===== config.mk =====
export PLATFORM = sky130hd
export DESIGN_NAME = gfab_div
export DESIGN_NICKNAME = d
export VERILOG_FILES = /design/src/gfab_pkg.sv /design/src/gfab_div.sv
export SDC_FILE = /design/constraint.sdc
export NUM_CORES = 2
export LEC_CHECK = 0
export BUFFER_PORTS_ARGS = -buffer_cell sky130_fd_sc_hd__buf_2
export CAP_MARGIN = 40
export CORE_UTILIZATION = 55
export CTS_CLUSTER_SIZE = 12
export DETAILED_ROUTE_END_ITERATION = 10
export GPL_TIMING_DRIVEN = 0
export PLACE_DENSITY = 0.7
export RECOVER_POWER = 25
export SYNTH_ARGS = -nofsm -noshare
export SYNTH_HDL_FRONTEND = slang
export SYNTH_SLANG_ARGS = --single-unit

===== constraint.sdc =====
create_clock -name clk -period 7.8 [get_ports clk]
set_input_delay 0.39 -clock clk [delete_from_list [all_inputs] [get_ports clk]]
set_output_delay 0.39 -clock clk [all_outputs]
set_load 0.005 [all_outputs]

===== src/gfab_pkg.sv =====
// ---------------------------------------------------------------------------
// gfab_pkg
// Types, widths and helpers shared by the gradient fill and alpha blend
// pipeline.
// ---------------------------------------------------------------------------
package gfab_pkg;

  localparam int NCH       = 4;          // colour channels in a pixel (B, G, R, A)
  localparam int CH_W      = 8;
  localparam int PIX_W     = NCH * CH_W;
  localparam int POS_W     = 12;
  localparam int LEN_W     = 13;
  localparam int LEN_LIMIT = (1 << LEN_W) - 1;
  localparam int PROD_W    = CH_W + LEN_W;   // start * length
  localparam int DP_W      = 22;             // (start - end) * position, signed
  localparam int NUM_W     = PROD_W + 2;     // signed numerator
  localparam int DVD_W     = PROD_W + 1;     // 2 * num + L
  localparam int DVS_W     = LEN_W + 1;      // 2 * L
  localparam int BLD_W     = 2 * CH_W;       // 8x8 products
  localparam int CFG_IDX_W = 3;
  localparam int CFG_DAT_W = 32;

  localparam int DIV_BITS   = 2;                 // quotient bits per stage
  localparam int DIV_STAGES = CH_W / DIV_BITS;

  localparam logic [CH_W-1:0] CH_MAX = 8'hFF;

  typedef enum logic [CFG_IDX_W-1:0] {
    REG_RAMP_START,
    REG_RAMP_END,
    REG_HORIZONTAL,
    REG_GRAD_WIDTH,
    REG_GRAD_HEIGHT,
    REG_TRANSPARENCY
  } cfg_reg_t;

  typedef struct packed {
    logic [PIX_W-1:0] ramp_start;
    logic [PIX_W-1:0] ramp_end;
    logic             horizontal;
    logic [LEN_W-1:0] grad_width;
    logic [LEN_W-1:0] grad_height;
  } grad_cfg_t;

  typedef struct packed {
    logic [NCH-1:0][DVD_W-1:0] dvd;
    logic [DVS_W-1:0]          dvs;
    logic [PIX_W-1:0]          dest;
  } div_in_t;

  typedef struct packed {
    logic [NCH-1:0][DVD_W-1:0] rem;
    logic [NCH-1:0][CH_W-1:0]  quo;
    logic [DVS_W-1:0]          dvs;
    logic [PIX_W-1:0]          dest;
  } div_stage_t;

  typedef struct packed {
    logic [NCH-1:0][CH_W-1:0] quo;
    logic [PIX_W-1:0]         dest;
  } div_out_t;

  // floor(x / 255), exact for any x up to 255 * 255
  function automatic logic [CH_W-1:0] div255(input logic [BLD_W-1:0] x);
    logic [BLD_W:0] s;
    s = (BLD_W+1)'(x) + (BLD_W+1)'(x >> CH_W) + (BLD_W+1)'(1);
    return s[BLD_W-1:CH_W];
  endfunction

endpackage


===== src/gfab_div.sv =====
// ---------------------------------------------------------------------------
// gfab_div
// Pipelined restoring divider, four channel lanes sharing one divisor,
// two quotient bits resolved in each stage.
// ---------------------------------------------------------------------------
module gfab_div import gfab_pkg::*; (
  input  logic     clk,
  input  logic     rst,
  input  logic     in_valid,
  output logic     in_stall,
  input  div_in_t  in_data,
  output logic     out_valid,
  input  logic     out_stall,
  output div_out_t out_data
);

  localparam int NSTG = DIV_STAGES;

  logic [NSTG-1:0] vld;
  logic [NSTG-1:0] adv;
  div_stage_t      stg [NSTG];

  always_comb begin
    adv[NSTG-1] = !vld[NSTG-1] || !out_stall;
    for (int k = NSTG - 2; k >= 0; k--) begin
      adv[k] = !vld[k] || adv[k+1];
    end
  end

  assign in_stall  = !adv[0];
  assign out_valid = vld[NSTG-1];

  always_ff @(posedge clk) begin
    if (rst) begin
      vld <= '0;
    end else begin
      if (adv[0]) begin
        vld[0] <= in_valid;
      end
      for (int k = 1; k < NSTG; k++) begin
        if (adv[k]) begin
          vld[k] <= vld[k-1];
        end
      end
    end
  end

  for (genvar s = 0; s < NSTG; s++) begin : g_stage
    div_stage_t src;
    div_stage_t stg_next;

    if (s == 0) begin : g_first
      always_comb begin
        src.rem  = in_data.dvd;
        src.quo  = '0;
        src.dvs  = in_data.dvs;
        src.dest = in_data.dest;
      end
    end else begin : g_rest
      assign src = stg[s-1];
    end

    always_comb begin
      logic [DVD_W-1:0] sh;
      stg_next = src;
      for (int c = 0; c < NCH; c++) begin
        for (int j = 0; j < DIV_BITS; j++) begin
          sh = DVD_W'(src.dvs) << (CH_W - 1 - DIV_BITS * s - j);
          if (stg_next.rem[c] >= sh) begin
            stg_next.rem[c] = stg_next.rem[c] - sh;
            stg_next.quo[c][CH_W - 1 - DIV_BITS * s - j] = 1'b1;
          end
        end
      end
    end

    always_ff @(posedge clk) begin
      if (adv[s]) begin
        stg[s] <= stg_next;
      end
    end
  end

  assign out_data.quo  = stg[NSTG-1].quo;
  assign out_data.dest = stg[NSTG-1].dest;

  // after the last stage every remainder is below the divisor
  a_rem_below: assert property (@(posedge clk) disable iff (rst)
    vld[NSTG-1] |-> (stg[NSTG-1].rem[0] < DVD_W'(stg[NSTG-1].dvs))
                 && (stg[NSTG-1].rem[1] < DVD_W'(stg[NSTG-1].dvs))
                 && (stg[NSTG-1].rem[2] < DVD_W'(stg[NSTG-1].dvs))
                 && (stg[NSTG-1].rem[3] < DVD_W'(stg[NSTG-1].dvs)))
    else $error("divider remainder not reduced");

  // a held first stage keeps its beat
  a_stage_hold: assert property (@(posedge clk) disable iff (rst)
    !adv[0] |=> vld[0] && $stable(stg[0]))
    else $error("divider stage lost a held beat");

endmodule


==> flow_metrics.tcl <==
set metrics [dict create \
    gp_congestion 0.920 \
    netlist-cell-type-count 100 \
    slew_viol_final 29 \
    power.leakage_nw 18.8 \
    hold_class "in -> reg" \
    min_period_over_period_pct 92.7 \
    die_area_mm2 0.0748 \
    violations "capacitance limit, slew limit" \
    hold_depth 3 \
    cp-start-kind "flop" \
    yosys.area_share.simple_pct 13.9 \
    pin_count 204 \
    r2r_end "stg[1][119]$_DFFE_PP_" \
    syn_nets 4717 \
    holdPathEnd "vld[3]$_SDFFE_PP0P_" \
    end_kind "flop" \
    drt_iter0_markers 2596 \
    path_clk_slew_ns 0.06 \
    slew_headroom_pct -10.7 \
    ant_nets 0 \
    avgSynthCellArea_um2 9.89 \
    ys_seq_area_share_pct 38.3 \
    clock_latency_ns 0.63 \
    final_common_cell "edfxtp_1" \
    max_slew.worst_pin.slew_ns 1.66 \
    power_mw 21.0 \
    grt_max_degree 123 \
    cts_max_level 2 \
    yosysTopAreaCell "edfxtp_1" \
    power_density_mw_per_mm2 462 \
    synthCells 4103 \
    fmax_ghz 0.138 \
    drc 0 \
    finClkSkew_ns 0.0324 \
    routed_wl_mm 103 \
    peakVddDrop_v 0.000236 \
    synthMuxAreaShare_pct 4.88 \
    wire_per_inst_um 18.9 \
    fin_nets 5061 \
    cts_tree "yes" \
    dp_hpwl_mm 78.5 \
    die_height_um 274 \
    yosys.area_share.adder_pct 15.2 \
    synth_seq_cells 518 \
    hold_start "out_stall" \
    synth_ff_type "edfxtp_1" \
    cts_root_buf "clkbuf_16" \
    worst-setup-path-type "reg -> reg" \
    async_flop_share_pct 0 \
    cts_sinks 518 \
    status "finished with violations" \
    maxCapViolations 1 \
    fillCellCount 6036 \
    port_buffers 203 \
    synth_edf_count 514 \
    rrSetupSlack_ns 0.57 \
    die_x_um 274 \
    start_util_pct 55.6 \
    post-route-util_pct 62.3 \
    synth_area_leaders "edfxtp_1 (38%), ha_1 (14%), xnor2_1 (5.0%)" \
    cts_buffers 57 \
    pre_cts_ws_ns 0.384 \
    worst-path-max-fanout 10 \
    grtUsageTotal_pct 26.9 \
    syn_area_mm2 0.0406 \
    syn2layout_area_growth_pct 12.1 \
    setup_ws_ns 0.571 \
    layout-drive-gt1-share_pct 11.2 \
    yosysWarnings 0 \
    synth_top_family_by_area "compound AO/OA/AOI/OAI gates" \
    synth-compound-area-share_pct 17.6 \
    grt_pass1_wl_mm 159 \
    grt_overflow_total 0 \
    setup_viol 0 \
    num_rows 99 \
    synth_top_cell_area_share_pct 38.1 \
    multi_input_area_mm2 0.0238 \
    dr.pass1.iters 5 \
    cp.required_ns 8.17 \
    reg2reg_depth 24 \
    synth-xor-area-share_pct 7.02 \
    holdWs_ns 0.0579 \
    hold_violations 0 \
    cp.arrival_ns 7.60 \
    via_count 32000 \
    core_region_area_mm2 0.0730 \
    grt_pass1_vias 29600 \
    setup_tns_ns 0 \
    reg2reg_from "stg[0][33]$_DFFE_PN_" \
    viasPerCell 5.88 \
    clockBufferDepth 3 \
    seq_area_mm2 0.0155 \
    min_period_ns 7.23 \
    antenna_found_initial 2 \
    layout_common_cells "edfxtp_1 (514), ha_1 (448), a21oi_1 (397)" \
]
[metal layers]
| layer | share of wire (%) | track usage (%) |
|---|---|---|
| met2 | 44 | 42.2 |
| met1 | 46 | 37.7 |
| met5 | 0 | 0 |
| met4 | 3.5 | 9.60 |
| met3 | 6.7 | 4.05 |
[cells by family after synthesis]
family | after synthesis
AOI/OAI and AO/OA | 1137
xor gates and xnor gates | 325
adders and majority gates | 476
buffers and inverters | 324
DFF | 518
muxes | 176
and+or+nand+nor | 1147
[registers in the layout (all words and copies together) (netlist names)]
name,flops
stg,514
vld,4
[worst max-delay path, cell delays in order, from the launching register on]
cell and delay (ns):
edfxtp_1 0.78, clkinvlp_4 0.19, buf_4 0.20, ha_1 0.31
nor2b_1 0.13, o21ai_0 0.24, a21boi_1 0.17, o31ai_1 0.39
nand2_1 0.18, a221oi_2 0.58, clkbuf_1 0.44, o21ai_0 0.31
fa_1 0.49, a21o_1 0.18, a21oi_1 0.27, o21ai_0 0.14
a21oi_1 0.26, o31ai_1 0.14, nand3_1 0.10, nand3b_1 0.13
or3_1 0.41, nor3_2 0.32, inv_2 0.14, buf_2 0.21
a32o_1 0.24
[cells in the mapped netlist, drive strengths merged (8+ instances only)]
cell and number:
o21bai 43, and3 30, nand3b 8, a211oi 26, o211ai 12, a21o 138, nor3b 10, or2 16
xor2 92, a31oi 26, buf 23, nand2 297, nor2b 66, and2 15, nand3 79, edfxtp 514
mux2i 24, nor3 81, nor4 30, a2111oi 11, a221oi 12, inv 256, o31ai 36, a31o 13
a21boi 20, or3 28, or4 20, mux2 152, xnor2 233, clkbuf 45, o21a 40, fa 28
o21ai 269, a21oi 399, nand4 71, and4 8, nand2b 61, a211o 13, nor2 314, ha 448
[worst max-delay path by stage]
stage,cells after the start,start,end
after floorplan,23,in_data[33],stg[0][120]$_DFFE_PN_
after global placement,3,out_stall,stg[0][5]$_DFFE_PN_
after detailed placement,24,stg[0][33]$_DFFE_PN_,stg[1][119]$_DFFE_PP_
after CTS,24,stg[0][33]$_DFFE_PN_,stg[1][119]$_DFFE_PP_
after global routing,26,in_data[33],stg[0][110]$_DFFE_PN_
final,24,stg[0][33]$_DFFE_PN_,stg[1][119]$_DFFE_PP_
[what timing repair did]
item | CTS | global route
setup endpoints to repair | 0 | 39
setup buffers | 0 | 7
gates resized for setup | 0 | 4
hold endpoints to repair | 67 | 0
hold buffers | 65 | 0
[area by class of cell]
type	count	share of cell area (%)
Inverter	256	2.15
Tap cell	959	2.64
Buffer	68	0.671
Antenna cell	2	0.0110
Timing Repair Buffer	285	4.18
Sequential cell	518	34.1
Clock buffer	65	3.25
Clock inverter	27	0.636
Multi-Input combinational cell	3261	52.3
[per-stage QoR]
step,std cells,instance area [um^2]
floorplan,4103,40600
finish,5441,45500
CTS,5432,45400
global placement,5265,42800
global route,5441,45500
detailed placement,5275,43000
[power by group]
group	switching (mW)	leakage, nW	internal [mW]	total (mW)
combinational	7.36	12.6	6.04	13.4
clock	1.09	0.855	1.51	2.60
sequential	0.525	5.34	4.46	4.98
total	8.98	18.8	12.0	21.0
(Power assumes the default switching activity.)
