$ cat config.mk
export PLATFORM = sky130hd
export DESIGN_NAME = gfab_interp
export DESIGN_NICKNAME = d
export VERILOG_FILES = /design/src/gfab_pkg.sv /design/src/gfab_interp.sv
export SDC_FILE = /design/constraint.sdc
export NUM_CORES = 2
export LEC_CHECK = 0
export BUFFER_PORTS_ARGS = -buffer_cell sky130_fd_sc_hd__buf_2
export CAP_MARGIN = 20
export CORE_MARGIN = 3
export CORE_UTILIZATION = 55
export CTS_CLUSTER_SIZE = 30
export DETAILED_ROUTE_END_ITERATION = 8
export PLACE_DENSITY = 0.73
export SETUP_SLACK_MARGIN = 0.2
export SYNTH_ARGS = -nofsm -noshare
export SYNTH_HDL_FRONTEND = slang
export SYNTH_SLANG_ARGS = --single-unit
$ cat constraint.sdc
create_clock -name clk -period 13.6 [get_ports clk]
set_clock_uncertainty 0.15 [all_clocks]
set_input_delay 0.68 -clock clk [delete_from_list [all_inputs] [get_ports clk]]
set_output_delay 0.68 -clock clk [all_outputs]
set_load 0.05 [all_outputs]
$ cat src/gfab_pkg.sv
// ---------------------------------------------------------------------------
// gfab_pkg
// Types, widths and helpers shared by the gradient fill and alpha blend
// pipeline.
// ---------------------------------------------------------------------------
package gfab_pkg;

  localparam int NCH       = 4;          // colour channels in a pixel (B, G, R, A)
  localparam int CH_W      = 8;
  localparam int PIX_W     = NCH * CH_W;
  localparam int POS_W     = 12;
  localparam int LEN_W     = 13;
  localparam int LEN_LIMIT = (1 << LEN_W) - 1;
  localparam int PROD_W    = CH_W + LEN_W;   // start * length
  localparam int DP_W      = 22;             // (start - end) * position, signed
  localparam int NUM_W     = PROD_W + 2;     // signed numerator
  localparam int DVD_W     = PROD_W + 1;     // 2 * num + L
  localparam int DVS_W     = LEN_W + 1;      // 2 * L
  localparam int BLD_W     = 2 * CH_W;       // 8x8 products
  localparam int CFG_IDX_W = 3;
  localparam int CFG_DAT_W = 32;

  localparam int DIV_BITS   = 2;                 // quotient bits per stage
  localparam int DIV_STAGES = CH_W / DIV_BITS;

  localparam logic [CH_W-1:0] CH_MAX = 8'hFF;

  typedef enum logic [CFG_IDX_W-1:0] {
    REG_RAMP_START,
    REG_RAMP_END,
    REG_HORIZONTAL,
    REG_GRAD_WIDTH,
    REG_GRAD_HEIGHT,
    REG_TRANSPARENCY
  } cfg_reg_t;

  typedef struct packed {
    logic [PIX_W-1:0] ramp_start;
    logic [PIX_W-1:0] ramp_end;
    logic             horizontal;
    logic [LEN_W-1:0] grad_width;
    logic [LEN_W-1:0] grad_height;
  } grad_cfg_t;

  typedef struct packed {
    logic [NCH-1:0][DVD_W-1:0] dvd;
    logic [DVS_W-1:0]          dvs;
    logic [PIX_W-1:0]          dest;
  } div_in_t;

  typedef struct packed {
    logic [NCH-1:0][DVD_W-1:0] rem;
    logic [NCH-1:0][CH_W-1:0]  quo;
    logic [DVS_W-1:0]          dvs;
    logic [PIX_W-1:0]          dest;
  } div_stage_t;

  typedef struct packed {
    logic [NCH-1:0][CH_W-1:0] quo;
    logic [PIX_W-1:0]         dest;
  } div_out_t;

  // floor(x / 255), exact for any x up to 255 * 255
  function automatic logic [CH_W-1:0] div255(input logic [BLD_W-1:0] x);
    logic [BLD_W:0] s;
    s = (BLD_W+1)'(x) + (BLD_W+1)'(x >> CH_W) + (BLD_W+1)'(1);
    return s[BLD_W-1:CH_W];
  endfunction

endpackage

$ cat src/gfab_interp.sv
// ---------------------------------------------------------------------------
// gfab_interp
// Selects the gradient axis, forms the per-channel numerator of the linear
// gradient, clamps it and presents dividend and divisor for rounding.
// ---------------------------------------------------------------------------
module gfab_interp import gfab_pkg::*; #(
  parameter int MAX_DIM = 4096
) (
  input  logic             clk,
  input  logic             rst,
  input  grad_cfg_t        cfg,
  input  logic             in_valid,
  output logic             in_stall,
  input  logic [POS_W-1:0] pos_x,
  input  logic [POS_W-1:0] pos_y,
  input  logic [PIX_W-1:0] back_pixel,
  output logic             out_valid,
  input  logic             out_stall,
  output div_in_t          out_data
);

  localparam int NSTG = 3;
  localparam logic [LEN_W-1:0] LEN_MAX = LEN_W'((MAX_DIM > LEN_LIMIT) ? LEN_LIMIT : MAX_DIM);

  logic [NSTG-1:0] vld;
  logic [NSTG-1:0] adv;

  // stage A: axis select
  logic [LEN_W-1:0] len_a, len_a_next;
  logic [POS_W-1:0] pos_a, pos_a_next;
  logic [PIX_W-1:0] dest_a;
  logic [LEN_W-1:0] len_raw;

  // stage B: products
  logic        [PROD_W-1:0] sl_b [NCH];
  logic        [PROD_W-1:0] sl_b_next [NCH];
  logic signed [DP_W-1:0]   dp_b [NCH];
  logic signed [DP_W-1:0]   dp_b_next [NCH];
  logic        [LEN_W-1:0]  len_b;
  logic        [PIX_W-1:0]  dest_b;

  // stage C: clamp and form dividend
  div_in_t     divin_next;
  logic [PROD_W-1:0] full;

  always_comb begin
    adv[NSTG-1] = !vld[NSTG-1] || !out_stall;
    for (int k = NSTG - 2; k >= 0; k--) begin
      adv[k] = !vld[k] || adv[k+1];
    end
  end

  assign in_stall  = !adv[0];
  assign out_valid = vld[NSTG-1];

  always_ff @(posedge clk) begin
    if (rst) begin
      vld <= '0;
    end else begin
      if (adv[0]) begin
        vld[0] <= in_valid;
      end
      for (int k = 1; k < NSTG; k++) begin
        if (adv[k]) begin
          vld[k] <= vld[k-1];
        end
      end
    end
  end

  always_comb begin
    len_raw    = cfg.horizontal ? cfg.grad_width : cfg.grad_height;
    pos_a_next = cfg.horizontal ? pos_x : pos_y;
    if (len_raw == '0) begin
      len_a_next = LEN_W'(1);
    end else if (len_raw > LEN_MAX) begin
      len_a_next = LEN_MAX;
    end else begin
      len_a_next = len_raw;
    end
  end

  always_ff @(posedge clk) begin
    if (adv[0]) begin
      len_a  <= len_a_next;
      pos_a  <= pos_a_next;
      dest_a <= back_pixel;
    end
  end

  always_comb begin
    logic        [CH_W-1:0] s;
    logic        [CH_W-1:0] e;
    logic signed [CH_W:0]   diff;
    logic signed [POS_W:0]  ps;
    ps = $signed({1'b0, pos_a});
    for (int c = 0; c < NCH; c++) begin
      s    = cfg.ramp_start[c*CH_W +: CH_W];
      e    = cfg.ramp_end[c*CH_W +: CH_W];
      diff = $signed({1'b0, s}) - $signed({1'b0, e});
      sl_b_next[c] = PROD_W'(s) * PROD_W'(len_a);
      dp_b_next[c] = DP_W'(diff) * DP_W'(ps);
    end
  end

  always_ff @(posedge clk) begin
    if (adv[1]) begin
      for (int c = 0; c < NCH; c++) begin
        sl_b[c] <= sl_b_next[c];
        dp_b[c] <= dp_b_next[c];
      end
      len_b  <= len_a;
      dest_b <= dest_a;
    end
  end

  always_comb begin
    logic signed [NUM_W-1:0]  num;
    logic        [PROD_W-1:0] numc;
    full = PROD_W'({len_b, 8'b0}) - PROD_W'(len_b);
    divin_next.dvs  = {len_b, 1'b0};
    divin_next.dest = dest_b;
    for (int c = 0; c < NCH; c++) begin
      num = $signed({2'b0, sl_b[c]}) - NUM_W'(dp_b[c]);
      // clamp the extrapolated value into the channel range
      if (num < 0) begin
        numc = '0;
      end else if (num > $signed({2'b0, full})) begin
        numc = full;
      end else begin
        numc = num[PROD_W-1:0];
      end
      divin_next.dvd[c] = {numc, 1'b0} + DVD_W'(len_b);
    end
  end

  always_ff @(posedge clk) begin
    if (adv[2]) begin
      out_data <= divin_next;
    end
  end

  // the quotient must fit a channel for every clamped numerator
  a_quo_fits: assert property (@(posedge clk) disable iff (rst)
    vld[NSTG-1] |-> (out_data.dvd[0] < {out_data.dvs, 8'b0})
                 && (out_data.dvd[1] < {out_data.dvs, 8'b0})
                 && (out_data.dvd[2] < {out_data.dvs, 8'b0})
                 && (out_data.dvd[3] < {out_data.dvs, 8'b0}))
    else $error("gradient dividend out of range");

endmodule

==> results.sh <==
export IMPL_outcome="complete, no violations"
export IMPL_drive_above_1_share_pct=9.22
export IMPL_drv_slew=0
export IMPL_slew_headroom_pct=26.6
export IMPL_syn_inst=5353
export IMPL_cpPeakStageDelay_ns=0.79
export IMPL_pre_cts_ws_ns=4.48
export IMPL_cp_arrival_ns=9.64
export IMPL_dp_cells=6760
export IMPL_multi_input_area_mm2=0.0357
export IMPL_initial_core_util_pct=56.0
export IMPL_fin_crit_ns=9.41
export IMPL_clock_latency_ns=0.63
export IMPL_cts_clk_slew_worst_paths_ns=0.07
export IMPL_row_count=111
export IMPL_io_buffers=285
export IMPL_cts_hold_buf=0
export IMPL_fin_setup_tns_ns=0
export IMPL_seq_area_frac_synth_pct=23.5
export IMPL_ys_async_sr_fraction_pct=0
export IMPL_fp_dieW_um=313
export IMPL_max_cap_viol_count=0
export IMPL_rsz0062_at_grt="false"
export IMPL_io_pins=287
export IMPL_cp_max_fo=16
export IMPL_synthToLayoutAreaGrowth_pct=8.55
export IMPL_grt_start_max_net_pins=79
export IMPL_cts_repair_resized=0
export IMPL_core_mm2=0.0925
export IMPL_dieArea_mm2=0.0979
export IMPL_ys_ff_latch=406
export IMPL_grt_overflow=0
export IMPL_grt_pass1_vias=39100
export IMPL_synth_top_cell_area_share_pct=23.4
export IMPL_cts_tree="done"
export IMPL_seqCellArea_mm2=0.0122
export IMPL_ctsHtreeMaxLevel=2
export IMPL_layout_common_cells="inv_1, ha_1, fa_1"
export IMPL_required_ns=13.82
export IMPL_cts_buffer_depth=3
export IMPL_synth_edff_count=403
export IMPL_finalNonFillerCells=6854
export IMPL_crit_slowest_cell="o31a_1"
export IMPL_postRouteAntennaNets=0
export IMPL_grt_use_total_pct=28.3
export IMPL_num_fill_cells=7737
export IMPL_syn_cell_area_mm2=0.0518
export IMPL_yosysUniqueCellTypes=92
export IMPL_tightest_slew_ns=1.09
export IMPL_drt_total_wl_mm=138
export IMPL_synth_nets=6718
export IMPL_synth_top_area_cell="edfxtp_1"
export IMPL_drc_errors=0
export IMPL_synth_flop_cell="edfxtp_1"
export IMPL_routedWlPerCell_um=20.1
export IMPL_antenna_found_initial=6
export IMPL_layout_commonest_cell="inv_1"
export IMPL_gp_congestion=0.953
export IMPL_fin_nets=6934
export IMPL_synth_area_leaders="edfxtp_1, fa_1, ha_1"
export IMPL_drt_pass1_iterations=8
export IMPL_cts_inserted_buffers=49
export IMPL_drt_iter0_drc=3659
export IMPL_syn_mean_instance_area_um2=9.68
export IMPL_hold_class="in2reg"
export IMPL_cts_root_buffer="clkbuf_16"
export IMPL_clock_fmax_mhz=106
export IMPL_setup_slack_ns=4.19
export IMPL_die_h_um=313
export IMPL_hold_viol_final=0
export IMPL_yosys_warnings=0
export IMPL_hpwl_mm=107
export IMPL_postCtsSetupBuffers=0
export IMPL_routed_via_density=5.66
export IMPL_cts_sinks=406
export IMPL_end_kind="register"
export IMPL_finalCritPeriodShare_pct=69.2
export IMPL_finalSetupViolations=0
export IMPL_num_vias=38800
export IMPL_grt_pass1_wl_mm=218
export IMPL_critPathLaunchType="register"
export IMPL_criticalPathCategory="reg2reg"
[metrics by stage]
step / util, % / hold WS [ns] / instance area, um2
global placement: 59.0 / 0.250 / 54600
finish: 60.8 / 0.0691 / 56200
CTS: 60.8 / 0.0231 / 56200
detailed placement: 59.0 / 0.255 / 54600
global route: 60.8 / 0.0409 / 56200
floorplan: - / 0.250 / 51800
[layout make-up]
type | count | share of cell area, %
inverters | 843 | 5.64
flip-flops and latches | 406 | 21.6
well taps | 1243 | 2.77
clock buffers | 60 | 2.25
repair buffers | 361 | 3.55
diodes | 2 | 0.00890
clock inverters | 31 | 0.625
multi-input cells | 3908 | 63.5
[Yosys cell counts, types with 67 or more instances]
cell type / count
a21o_1: 94
a21oi_1: 217
and2_1: 360
clkbuf_1: 172
edfxtp_1: 403
fa_1: 560
ha_1: 654
inv_1: 843
mux2i_1: 67
nand2_1: 508
nand2b_1: 103
nor2_1: 271
o21ai_0: 122
xnor2_1: 220
[path summary, 6_finish.rpt]
path         slack, ns           end  cells after the start            from
max reg2reg       4.19  out_data[89]                     32        len_b[0]
min               0.07    dest_a[30]                      1  back_pixel[30]
min reg2reg       0.27   out_data[4]                      0       dest_b[4]
max               4.19  out_data[89]                     32        len_b[0]
[per-layer routing]
metal / track usage, % / part of all wire [%] / vias to the layer above / wire (um)
li1: - / - / 18000 / -
met1: 39.1 / 43 / 19100 / 58900
met2: 45.4 / 45 / 1485 / 62500
met3: 4.63 / 8.2 / 228 / 11300
met4: 9.66 / 3.5 / 2 / 4830
met5: 0 / 0.0094 / - / 13
[worst max-delay path: cells and delay by family, from the launching register on]
family | cells | cell delay [ns]
flip-flops | 1 | 0.67
AO/OA/AOI/OAI | 15 | 3.82
multiplexers | 1 | 0.18
AND/OR/NAND/NOR | 7 | 1.57
adder cells (fa/ha/maj) | 5 | 1.59
XOR/XNOR | 2 | 0.60
buffers and inverters | 2 | 0.55
[flip-flops by register name, indices dropped and copies added, names as in the netlist]
register  count
sl_b         84
dp_b         88
len_b        13
dest_a       32
pos_a        12
dest_b       32
out_data    129
len_a        13
vld           3
[cell families after synthesis]
logic type      count (synthesis)  share of synthesized area [%]
buf+inv                      1039                           7.66
simple gates                 1570                           15.1
compound gates                742                           9.42
fa+ha+maj                    1217                           37.5
xor+xnor                      290                           5.05
flops                         406                           23.5
mux                            88                           1.76
other cells                     1                        0.00724
Power is left out: the tool's default activity adds up to more than one toggle a clock period on the data nets, which glitch-free logic cannot reach.
