File: config.mk
export PLATFORM = sky130hd
export DESIGN_NAME = gfab_blend
export DESIGN_NICKNAME = d
export VERILOG_FILES = /design/src/gfab_pkg.sv /design/src/gfab_blend.sv
export SDC_FILE = /design/constraint.sdc
export NUM_CORES = 1
export LEC_CHECK = 0
export BUFFER_PORTS_ARGS = -buffer_cell sky130_fd_sc_hd__buf_4
export CORE_ASPECT_RATIO = 2
export CORE_UTILIZATION = 50
export CTS_CLUSTER_SIZE = 28
export DETAILED_ROUTE_END_ITERATION = 8
export PLACE_DENSITY = 0.67
export SETUP_SLACK_MARGIN = 0.4
export SKIP_CTS_REPAIR_TIMING = 1
export SYNTH_ARGS = -nofsm -noshare
export SYNTH_HDL_FRONTEND = slang
export SYNTH_SLANG_ARGS = --single-unit
File: constraint.sdc
create_clock -name clk -period 14.2 [get_ports clk]
set_input_delay 4.26 -clock clk [delete_from_list [all_inputs] [get_ports clk]]
set_output_delay 4.26 -clock clk [all_outputs]
set_load 0.1 [all_outputs]
File: src/gfab_pkg.sv
// ---------------------------------------------------------------------------
// gfab_pkg
// Types, widths and helpers shared by the gradient fill and alpha blend
// pipeline.
// ---------------------------------------------------------------------------
package gfab_pkg;

  localparam int NCH       = 4;          // colour channels in a pixel (B, G, R, A)
  localparam int CH_W      = 8;
  localparam int PIX_W     = NCH * CH_W;
  localparam int POS_W     = 12;
  localparam int LEN_W     = 13;
  localparam int LEN_LIMIT = (1 << LEN_W) - 1;
  localparam int PROD_W    = CH_W + LEN_W;   // start * length
  localparam int DP_W      = 22;             // (start - end) * position, signed
  localparam int NUM_W     = PROD_W + 2;     // signed numerator
  localparam int DVD_W     = PROD_W + 1;     // 2 * num + L
  localparam int DVS_W     = LEN_W + 1;      // 2 * L
  localparam int BLD_W     = 2 * CH_W;       // 8x8 products
  localparam int CFG_IDX_W = 3;
  localparam int CFG_DAT_W = 32;

  localparam int DIV_BITS   = 2;                 // quotient bits per stage
  localparam int DIV_STAGES = CH_W / DIV_BITS;

  localparam logic [CH_W-1:0] CH_MAX = 8'hFF;

  typedef enum logic [CFG_IDX_W-1:0] {
    REG_RAMP_START,
    REG_RAMP_END,
    REG_HORIZONTAL,
    REG_GRAD_WIDTH,
    REG_GRAD_HEIGHT,
    REG_TRANSPARENCY
  } cfg_reg_t;

  typedef struct packed {
    logic [PIX_W-1:0] ramp_start;
    logic [PIX_W-1:0] ramp_end;
    logic             horizontal;
    logic [LEN_W-1:0] grad_width;
    logic [LEN_W-1:0] grad_height;
  } grad_cfg_t;

  typedef struct packed {
    logic [NCH-1:0][DVD_W-1:0] dvd;
    logic [DVS_W-1:0]          dvs;
    logic [PIX_W-1:0]          dest;
  } div_in_t;

  typedef struct packed {
    logic [NCH-1:0][DVD_W-1:0] rem;
    logic [NCH-1:0][CH_W-1:0]  quo;
    logic [DVS_W-1:0]          dvs;
    logic [PIX_W-1:0]          dest;
  } div_stage_t;

  typedef struct packed {
    logic [NCH-1:0][CH_W-1:0] quo;
    logic [PIX_W-1:0]         dest;
  } div_out_t;

  // floor(x / 255), exact for any x up to 255 * 255
  function automatic logic [CH_W-1:0] div255(input logic [BLD_W-1:0] x);
    logic [BLD_W:0] s;
    s = (BLD_W+1)'(x) + (BLD_W+1)'(x >> CH_W) + (BLD_W+1)'(1);
    return s[BLD_W-1:CH_W];
  endfunction

endpackage

File: src/gfab_blend.sv
// ---------------------------------------------------------------------------
// gfab_blend
// Scales gradient alpha by the global transparency and blends the gradient
// colour over the destination pixel; destination alpha passes through.
// ---------------------------------------------------------------------------
module gfab_blend import gfab_pkg::*; (
  input  logic             clk,
  input  logic             rst,
  input  logic [CH_W-1:0]  transparency,
  input  logic             in_valid,
  output logic             in_stall,
  input  div_out_t         in_data,
  output logic             out_valid,
  input  logic             out_stall,
  output logic [PIX_W-1:0] out_pixel
);

  localparam int NSTG = 3;
  localparam int NCOL = NCH - 1;

  logic [NSTG-1:0] vld;
  logic [NSTG-1:0] adv;

  // stage 1: transparency * gradient alpha
  logic [BLD_W-1:0]           ta;
  logic [NCOL-1:0][CH_W-1:0]  grad1;
  logic [PIX_W-1:0]           dest1;

  // stage 2: blend products
  logic [BLD_W-1:0] pg [NCOL];
  logic [BLD_W-1:0] pg_next [NCOL];
  logic [BLD_W-1:0] pd [NCOL];
  logic [BLD_W-1:0] pd_next [NCOL];
  logic [CH_W-1:0]  alpha2;
  logic [CH_W-1:0]  a_eff;

  logic [PIX_W-1:0] out_pixel_next;

  always_comb begin
    adv[NSTG-1] = !vld[NSTG-1] || !out_stall;
    for (int k = NSTG - 2; k >= 0; k--) begin
      adv[k] = !vld[k] || adv[k+1];
    end
  end

  assign in_stall  = !adv[0];
  assign out_valid = vld[NSTG-1];

  always_ff @(posedge clk) begin
    if (rst) begin
      vld <= '0;
    end else begin
      if (adv[0]) begin
        vld[0] <= in_valid;
      end
      for (int k = 1; k < NSTG; k++) begin
        if (adv[k]) begin
          vld[k] <= vld[k-1];
        end
      end
    end
  end

  always_ff @(posedge clk) begin
    if (adv[0]) begin
      ta    <= BLD_W'(transparency) * BLD_W'(in_data.quo[NCH-1]);
      grad1 <= in_data.quo[NCOL-1:0];
      dest1 <= in_data.dest;
    end
  end

  always_comb begin
    a_eff = div255(ta);
    for (int c = 0; c < NCOL; c++) begin
      pg_next[c] = BLD_W'(grad1[c]) * BLD_W'(a_eff);
      pd_next[c] = BLD_W'(dest1[c*CH_W +: CH_W]) * BLD_W'(CH_MAX - a_eff);
    end
  end

  always_ff @(posedge clk) begin
    if (adv[1]) begin
      for (int c = 0; c < NCOL; c++) begin
        pg[c] <= pg_next[c];
        pd[c] <= pd_next[c];
      end
      alpha2 <= dest1[PIX_W-1 -: CH_W];
    end
  end

  always_comb begin
    logic [BLD_W:0] sum;
    out_pixel_next[PIX_W-1 -: CH_W] = alpha2;
    for (int c = 0; c < NCOL; c++) begin
      sum = (BLD_W+1)'(pg[c]) + (BLD_W+1)'(pd[c]);
      out_pixel_next[c*CH_W +: CH_W] = div255(sum[BLD_W-1:0]);
    end
  end

  always_ff @(posedge clk) begin
    if (adv[2]) begin
      out_pixel <= out_pixel_next;
    end
  end

endmodule

==> results of run 1 <==
-- synth_stat cells, drive strengths merged (8+ instances only) --
library cell	count	share of area, %
inv	392	5.6
ha	327	16
fa	256	20
nand2	241	3.5
edfxtp	208	24
and2	155	3.7
nor2b	129	3.1
xnor2	119	4.0
a21oi	103	2.0
nor2	97	1.4
o21ai	92	1.8
clkbuf	83	1.2
nand2b	81	1.9
mux2i	53	2.0
buf	38	0.78
nand3b	33	0.95
nor3	27	0.54
nand3	26	0.50
nand4	23	0.55
mux2	22	0.95
a21o	20	0.58
a211oi	18	0.59
xor2	16	0.54
and3b	14	0.47
o21a	11	0.32
a21boi	9	0.26
o211ai	9	0.28
o21bai	9	0.26
or2	9	0.22
and3	8	0.19
-- critical path, stage by stage --
cell,delay (ps)
buf_4,90
and3_1,290
nand2_4,260
inv_1,140
buf_4,300
-- logic make-up after synthesis --
logic type | Yosys count
AOI/OAI and AO/OA | 321
DFF | 211
and+or+nand+nor | 863
buffers and inverters | 514
adders and majority gates | 583
xor gates and xnor gates | 135
muxes | 75
-- layout make-up --
| cell class | count | area, um2 | share of cell area (%) |
|---|---|---|---|
| well taps | 660 | 826 | 2.92 |
| inverters | 393 | 1480 | 5.22 |
| multi-input cells | 1977 | 17900 | 63.4 |
| repair buffers | 128 | 961 | 3.40 |
| clock inverters | 16 | 215 | 0.761 |
| clock buffers | 24 | 579 | 2.05 |
| flip-flops and latches | 211 | 6310 | 22.3 |
-- state kept, by name, indices dropped and copies added (netlist names) --
signal / cells
grad1: 24
vld: 3
out_pixel: 32
pd: 48
pg: 48
ta: 16
dest1: 32
alpha2: 8
-- how the worst min path moves through the flow --
stage	from	end	cells after the start
floorplan	dest1[24]$_DFFE_PN_	alpha2[0]$_DFFE_PP_	0
global placement	alpha2[2]$_DFFE_PP_	out_pixel[26]$_DFFE_PP_	0
detailed placement	alpha2[0]$_DFFE_PP_	out_pixel[24]$_DFFE_PP_	0
CTS	alpha2[2]$_DFFE_PP_	out_pixel[26]$_DFFE_PP_	0
global route	alpha2[0]$_DFFE_PP_	out_pixel[24]$_DFFE_PP_	0
finish	alpha2[4]$_DFFE_PP_	out_pixel[28]$_DFFE_PP_	0
-- metal layers --
layer / global-route usage (%) / share of wire [%]
met1: 23.3 / 37
met3: 2.40 / 3.9
met4: 8.74 / 3.5
met2: 43.7 / 56
met5: 0 / 0.032
-- through the flow --
| step | setup WS (ps) | utilization (%) | hold WS, ps | cells | cell area, um2 |
|---|---|---|---|---|---|
| 5_1_grt | 4520 | 54.7 | 433 | 3409 | 28300 |
| 3_5_place_dp | 4590 | 53.2 | 406 | 3369 | 27500 |
| 6_report | 4600 | 54.7 | 419 | 3409 | 28300 |
| 4_1_cts | 4590 | 54.7 | 422 | 3409 | 28300 |
| 3_3_place_gp | 4640 | 53.2 | 404 | 3369 | 27500 |
| 2_1_floorplan | 2900 | - | 400 | 2702 | 26200 |
==> flow_summary.toml, run 1 <==
[placed_design]
port_buffers = 109
routabilityCongestion = 0.837
dp_hpwl_um = 44600

[critical_path]
startpoint = "out_stall"
startpoint_type = "input pin"
end_kind = "output port"
required_ps = 9940
cp_max_fo = 26
r2r_end = "pg[0][31]$_DFFE_PP_"
r2r_start = "ta[15]$_DFFE_PN_"
reg2reg_slack_ps = 6820
worstSetupPathType = "input pin to output port"
ff2ff_path_depth = 22
cp_data_arrival_time_ps = 5340
cp-endpoint = "in_stall"

[final_layout]
mostFrequentLayoutCell = "inv_1"
syn2layout_area_growth_pct = 8.14
layout-drive-gt1-share_pct = 7.89
antenna_cells = 0
fillers = 4617
layout_common_cells = "inv_1, ha_1, fa_1, nand2_1, edfxtp_1"
nets = 3392

[synth]
synthAdderAreaFrac_pct = 35.2
synth_top_family_by_area = "adder cells"
syn_area_per_cell_um2 = 9.68
ys_seq_area_share_pct = 24.1
netlist_area_um2 = 26200
synth-edff-count = 208
synth_cells = 2702
async_flop_share_pct = 0
synth_nets = 3361
yosys_warnings = 0
synth_seq_cells = 211
synthFlopType = "edfxtp_1"
synthXorXnorAreaFrac_pct = 4.58
synthSimpleGateAreaFrac_pct = 17.6
muxShareOfSynthArea_pct = 2.98
synth_compound_gate_area_share_pct = 7.87
ys_types = 76

[timing]
fin_skew_ps = 15.0
setup-tns-final_ps = 0
fin_crit_sh_pct = 67.6
finalMaxSlewViolations = 0
finalSetupViolCount = 0
final_hold_viol_count = 0
rsz0062_at_grt = "no"
slew_headroom_pct = 37.5
finalCriticalPeriod_ps = 9600
fmax_mhz = 104
worst_pin_slew_ps = 937

[clock_network]
cts_tree = "yes"
cts-htree-levels = 1
cts_made_buffers = 22
cts_buffer_depth = 3
clk_root_buffer_cell = "clkbuf_16"
clock_latency_ps = 560
cts.clk_slew.worst_paths_ps = 60
cts_sinks = 211

[drt]
final_antenna_net_count = 0
wl_per_cell_um = 16.7
vias = 18700
drt-total-wl_um = 57000
via_per_inst = 5.47
drt_pass1_iterations = 7
drtIter0Drc = 814
drc = 0

[global_route]
antenna_found_initial = 1
grt_remaining_overflow = 0
grt_pass1_vias = 19900
grt_first_pass_wirelength_um = 94500
grt_max_degree = 98
track_usage_pct = 22.2

[die]
dieArea_um2 = 53300
start_util_pct = 50.6
die_w_um = 164
die_h_um = 325
ios = 110
core_area_um2 = 51700
row_count = 118

[status]
status = "finished, final reports clean"

[run]
cap_violations = 0

[min_path]
hold_class = "flop to flop"
Power of run 1 is not shown: default switching activity piles up to over one toggle a cycle in this logic, so the estimate is an artifact.
==> run 2: changes to the inputs <==
- PLACE_DENSITY: 0.67 -> 0.69
- clock period: 14.2 -> 8.4 ns (I/O delays scaled with it)
==> flow_summary.toml, run 2 (synthesis results as in run 1) <==
[die]
ios = 110
die_w_um = 164
start_util_pct = 50.6
die_h_um = 325
row_count = 118
dieArea_um2 = 53300
core_area_um2 = 51700

[clock_network]
cts_made_buffers = 21
clk_root_buffer_cell = "clkbuf_16"
cts_sinks = 211
cts_tree = "yes"
cts_buffer_depth = 3
cts-htree-levels = 1
clock_latency_ps = 540
cts.clk_slew.worst_paths_ps = 70

[drt]
wl_per_cell_um = 16.7
final_antenna_net_count = 0
drtIter0Drc = 934
drt_pass1_iterations = 7
via_per_inst = 5.49
vias = 18700
drc = 0
drt-total-wl_um = 56800

[timing]
worst_pin_slew_ps = 994
slew_headroom_pct = 33.4
fin_skew_ps = 10.2
finalMaxSlewViolations = 0
finalCriticalPeriod_ps = 6980
finalSetupViolCount = 0
setup-tns-final_ps = 0
finalWorstSetupSlack_ps = 1420
final_hold_viol_count = 0
rsz0062_at_grt = "no"
fin_crit_sh_pct = 83.1
fmax_mhz = 143

[placed_design]
port_buffers = 109
pre_cts_ws_ps = 1430
routabilityCongestion = 0.885
dp_hpwl_um = 45400

[final_layout]
top_regs = "pd (48), pg (48)"
fillers = 4544
syn2layout_area_growth_pct = 7.72
layout-drive-gt1-share_pct = 7.68
mostFrequentLayoutCell = "inv_1"
layout_common_cells = "inv_1, ha_1, fa_1, nand2_1, edfxtp_1"
antenna_cells = 0
nets = 3393

[critical_path]
slowest_delay_ps = 790
startpoint_type = "flop"
crit_top_cell = "fa_1"
end_kind = "flop"
cp_max_fo = 24
slowest_stage = "and2_1"
worstSetupPathType = "flop to flop"
crit_chain = "ha_1 > o21a_1 > o21a_1 > o21a_1 > o21ai_1 > a21o_2 > a211oi_4 > and2_1 > a21oi_1 > fa_1 > fa_1 > inv_1 > fa_1 > inv_1 > fa_1 > inv_1 > ha_1 > a21boi_0 > o21ai_0 > a21oi_1 > a41o_1 > o41a_1 > xnor2_1"
cp_data_arrival_time_ps = 7280
required_ps = 8690

[min_path]
hold_class = "flop to flop"

[global_route]
grt_remaining_overflow = 0
track_usage_pct = 22.3
antenna_found_initial = 0
grt_first_pass_wirelength_um = 94500
grt_max_degree = 98
grt_pass1_vias = 19800

[status]
status = "finished, final reports clean"

[run]
cap_violations = 0
run 2: area by class of cell:
class / instances / area (um2) / area share [%]
multi-input combinational: 1977 / 17900 / 63.6
timing repair buffer: 130 / 976 / 3.46
sequential: 211 / 6310 / 22.4
clock inverter: 15 / 143 / 0.506
inverter: 393 / 1480 / 5.24
clock buffer: 22 / 529 / 1.88
tap: 660 / 826 / 2.93
run 2: worst paths after layout:
check / from / depth (start not counted) / end / slack, ps
max reg2reg: ta[9]$_DFFE_PN_ / 23 / pg[0][31]$_DFFE_PP_ / 1420
min reg2reg: dest1[25]$_DFFE_PN_ / 0 / alpha2[1]$_DFFE_PP_ / 420
min: dest1[25]$_DFFE_PN_ / 0 / alpha2[1]$_DFFE_PP_ / 420
max: ta[9]$_DFFE_PN_ / 23 / pg[0][31]$_DFFE_PP_ / 1420
run 2: through the flow:
stage	instances	hold WS [ps]	instance area [um2]	utilization, %
2_1_floorplan	2702	400	26200	-
6_report	3408	418	28200	54.5
4_1_cts	3408	420	28200	54.5
3_3_place_gp	3371	404	27500	53.2
5_1_grt	3408	429	28200	54.5
3_5_place_dp	3371	406	27500	53.2
run 2: critical path, delay by kind of cell (launching register included):
kind	cells	cell delay, ps
flops	1	510
xor+xnor	1	130
fa+ha+maj	6	2630
simple gates	1	790
buf+inv	3	140
compound gates	12	2520
run 2: metal layers:
layer	GRT usage [%]	share of wire, %	up-vias
met5	0	0	-
met4	9.36	3.8	0
met3	2.21	3.8	115
met2	43.6	56	389
met1	23.3	37	9265
li1	-	-	8932
Power of run 2 is left out for the same reason.
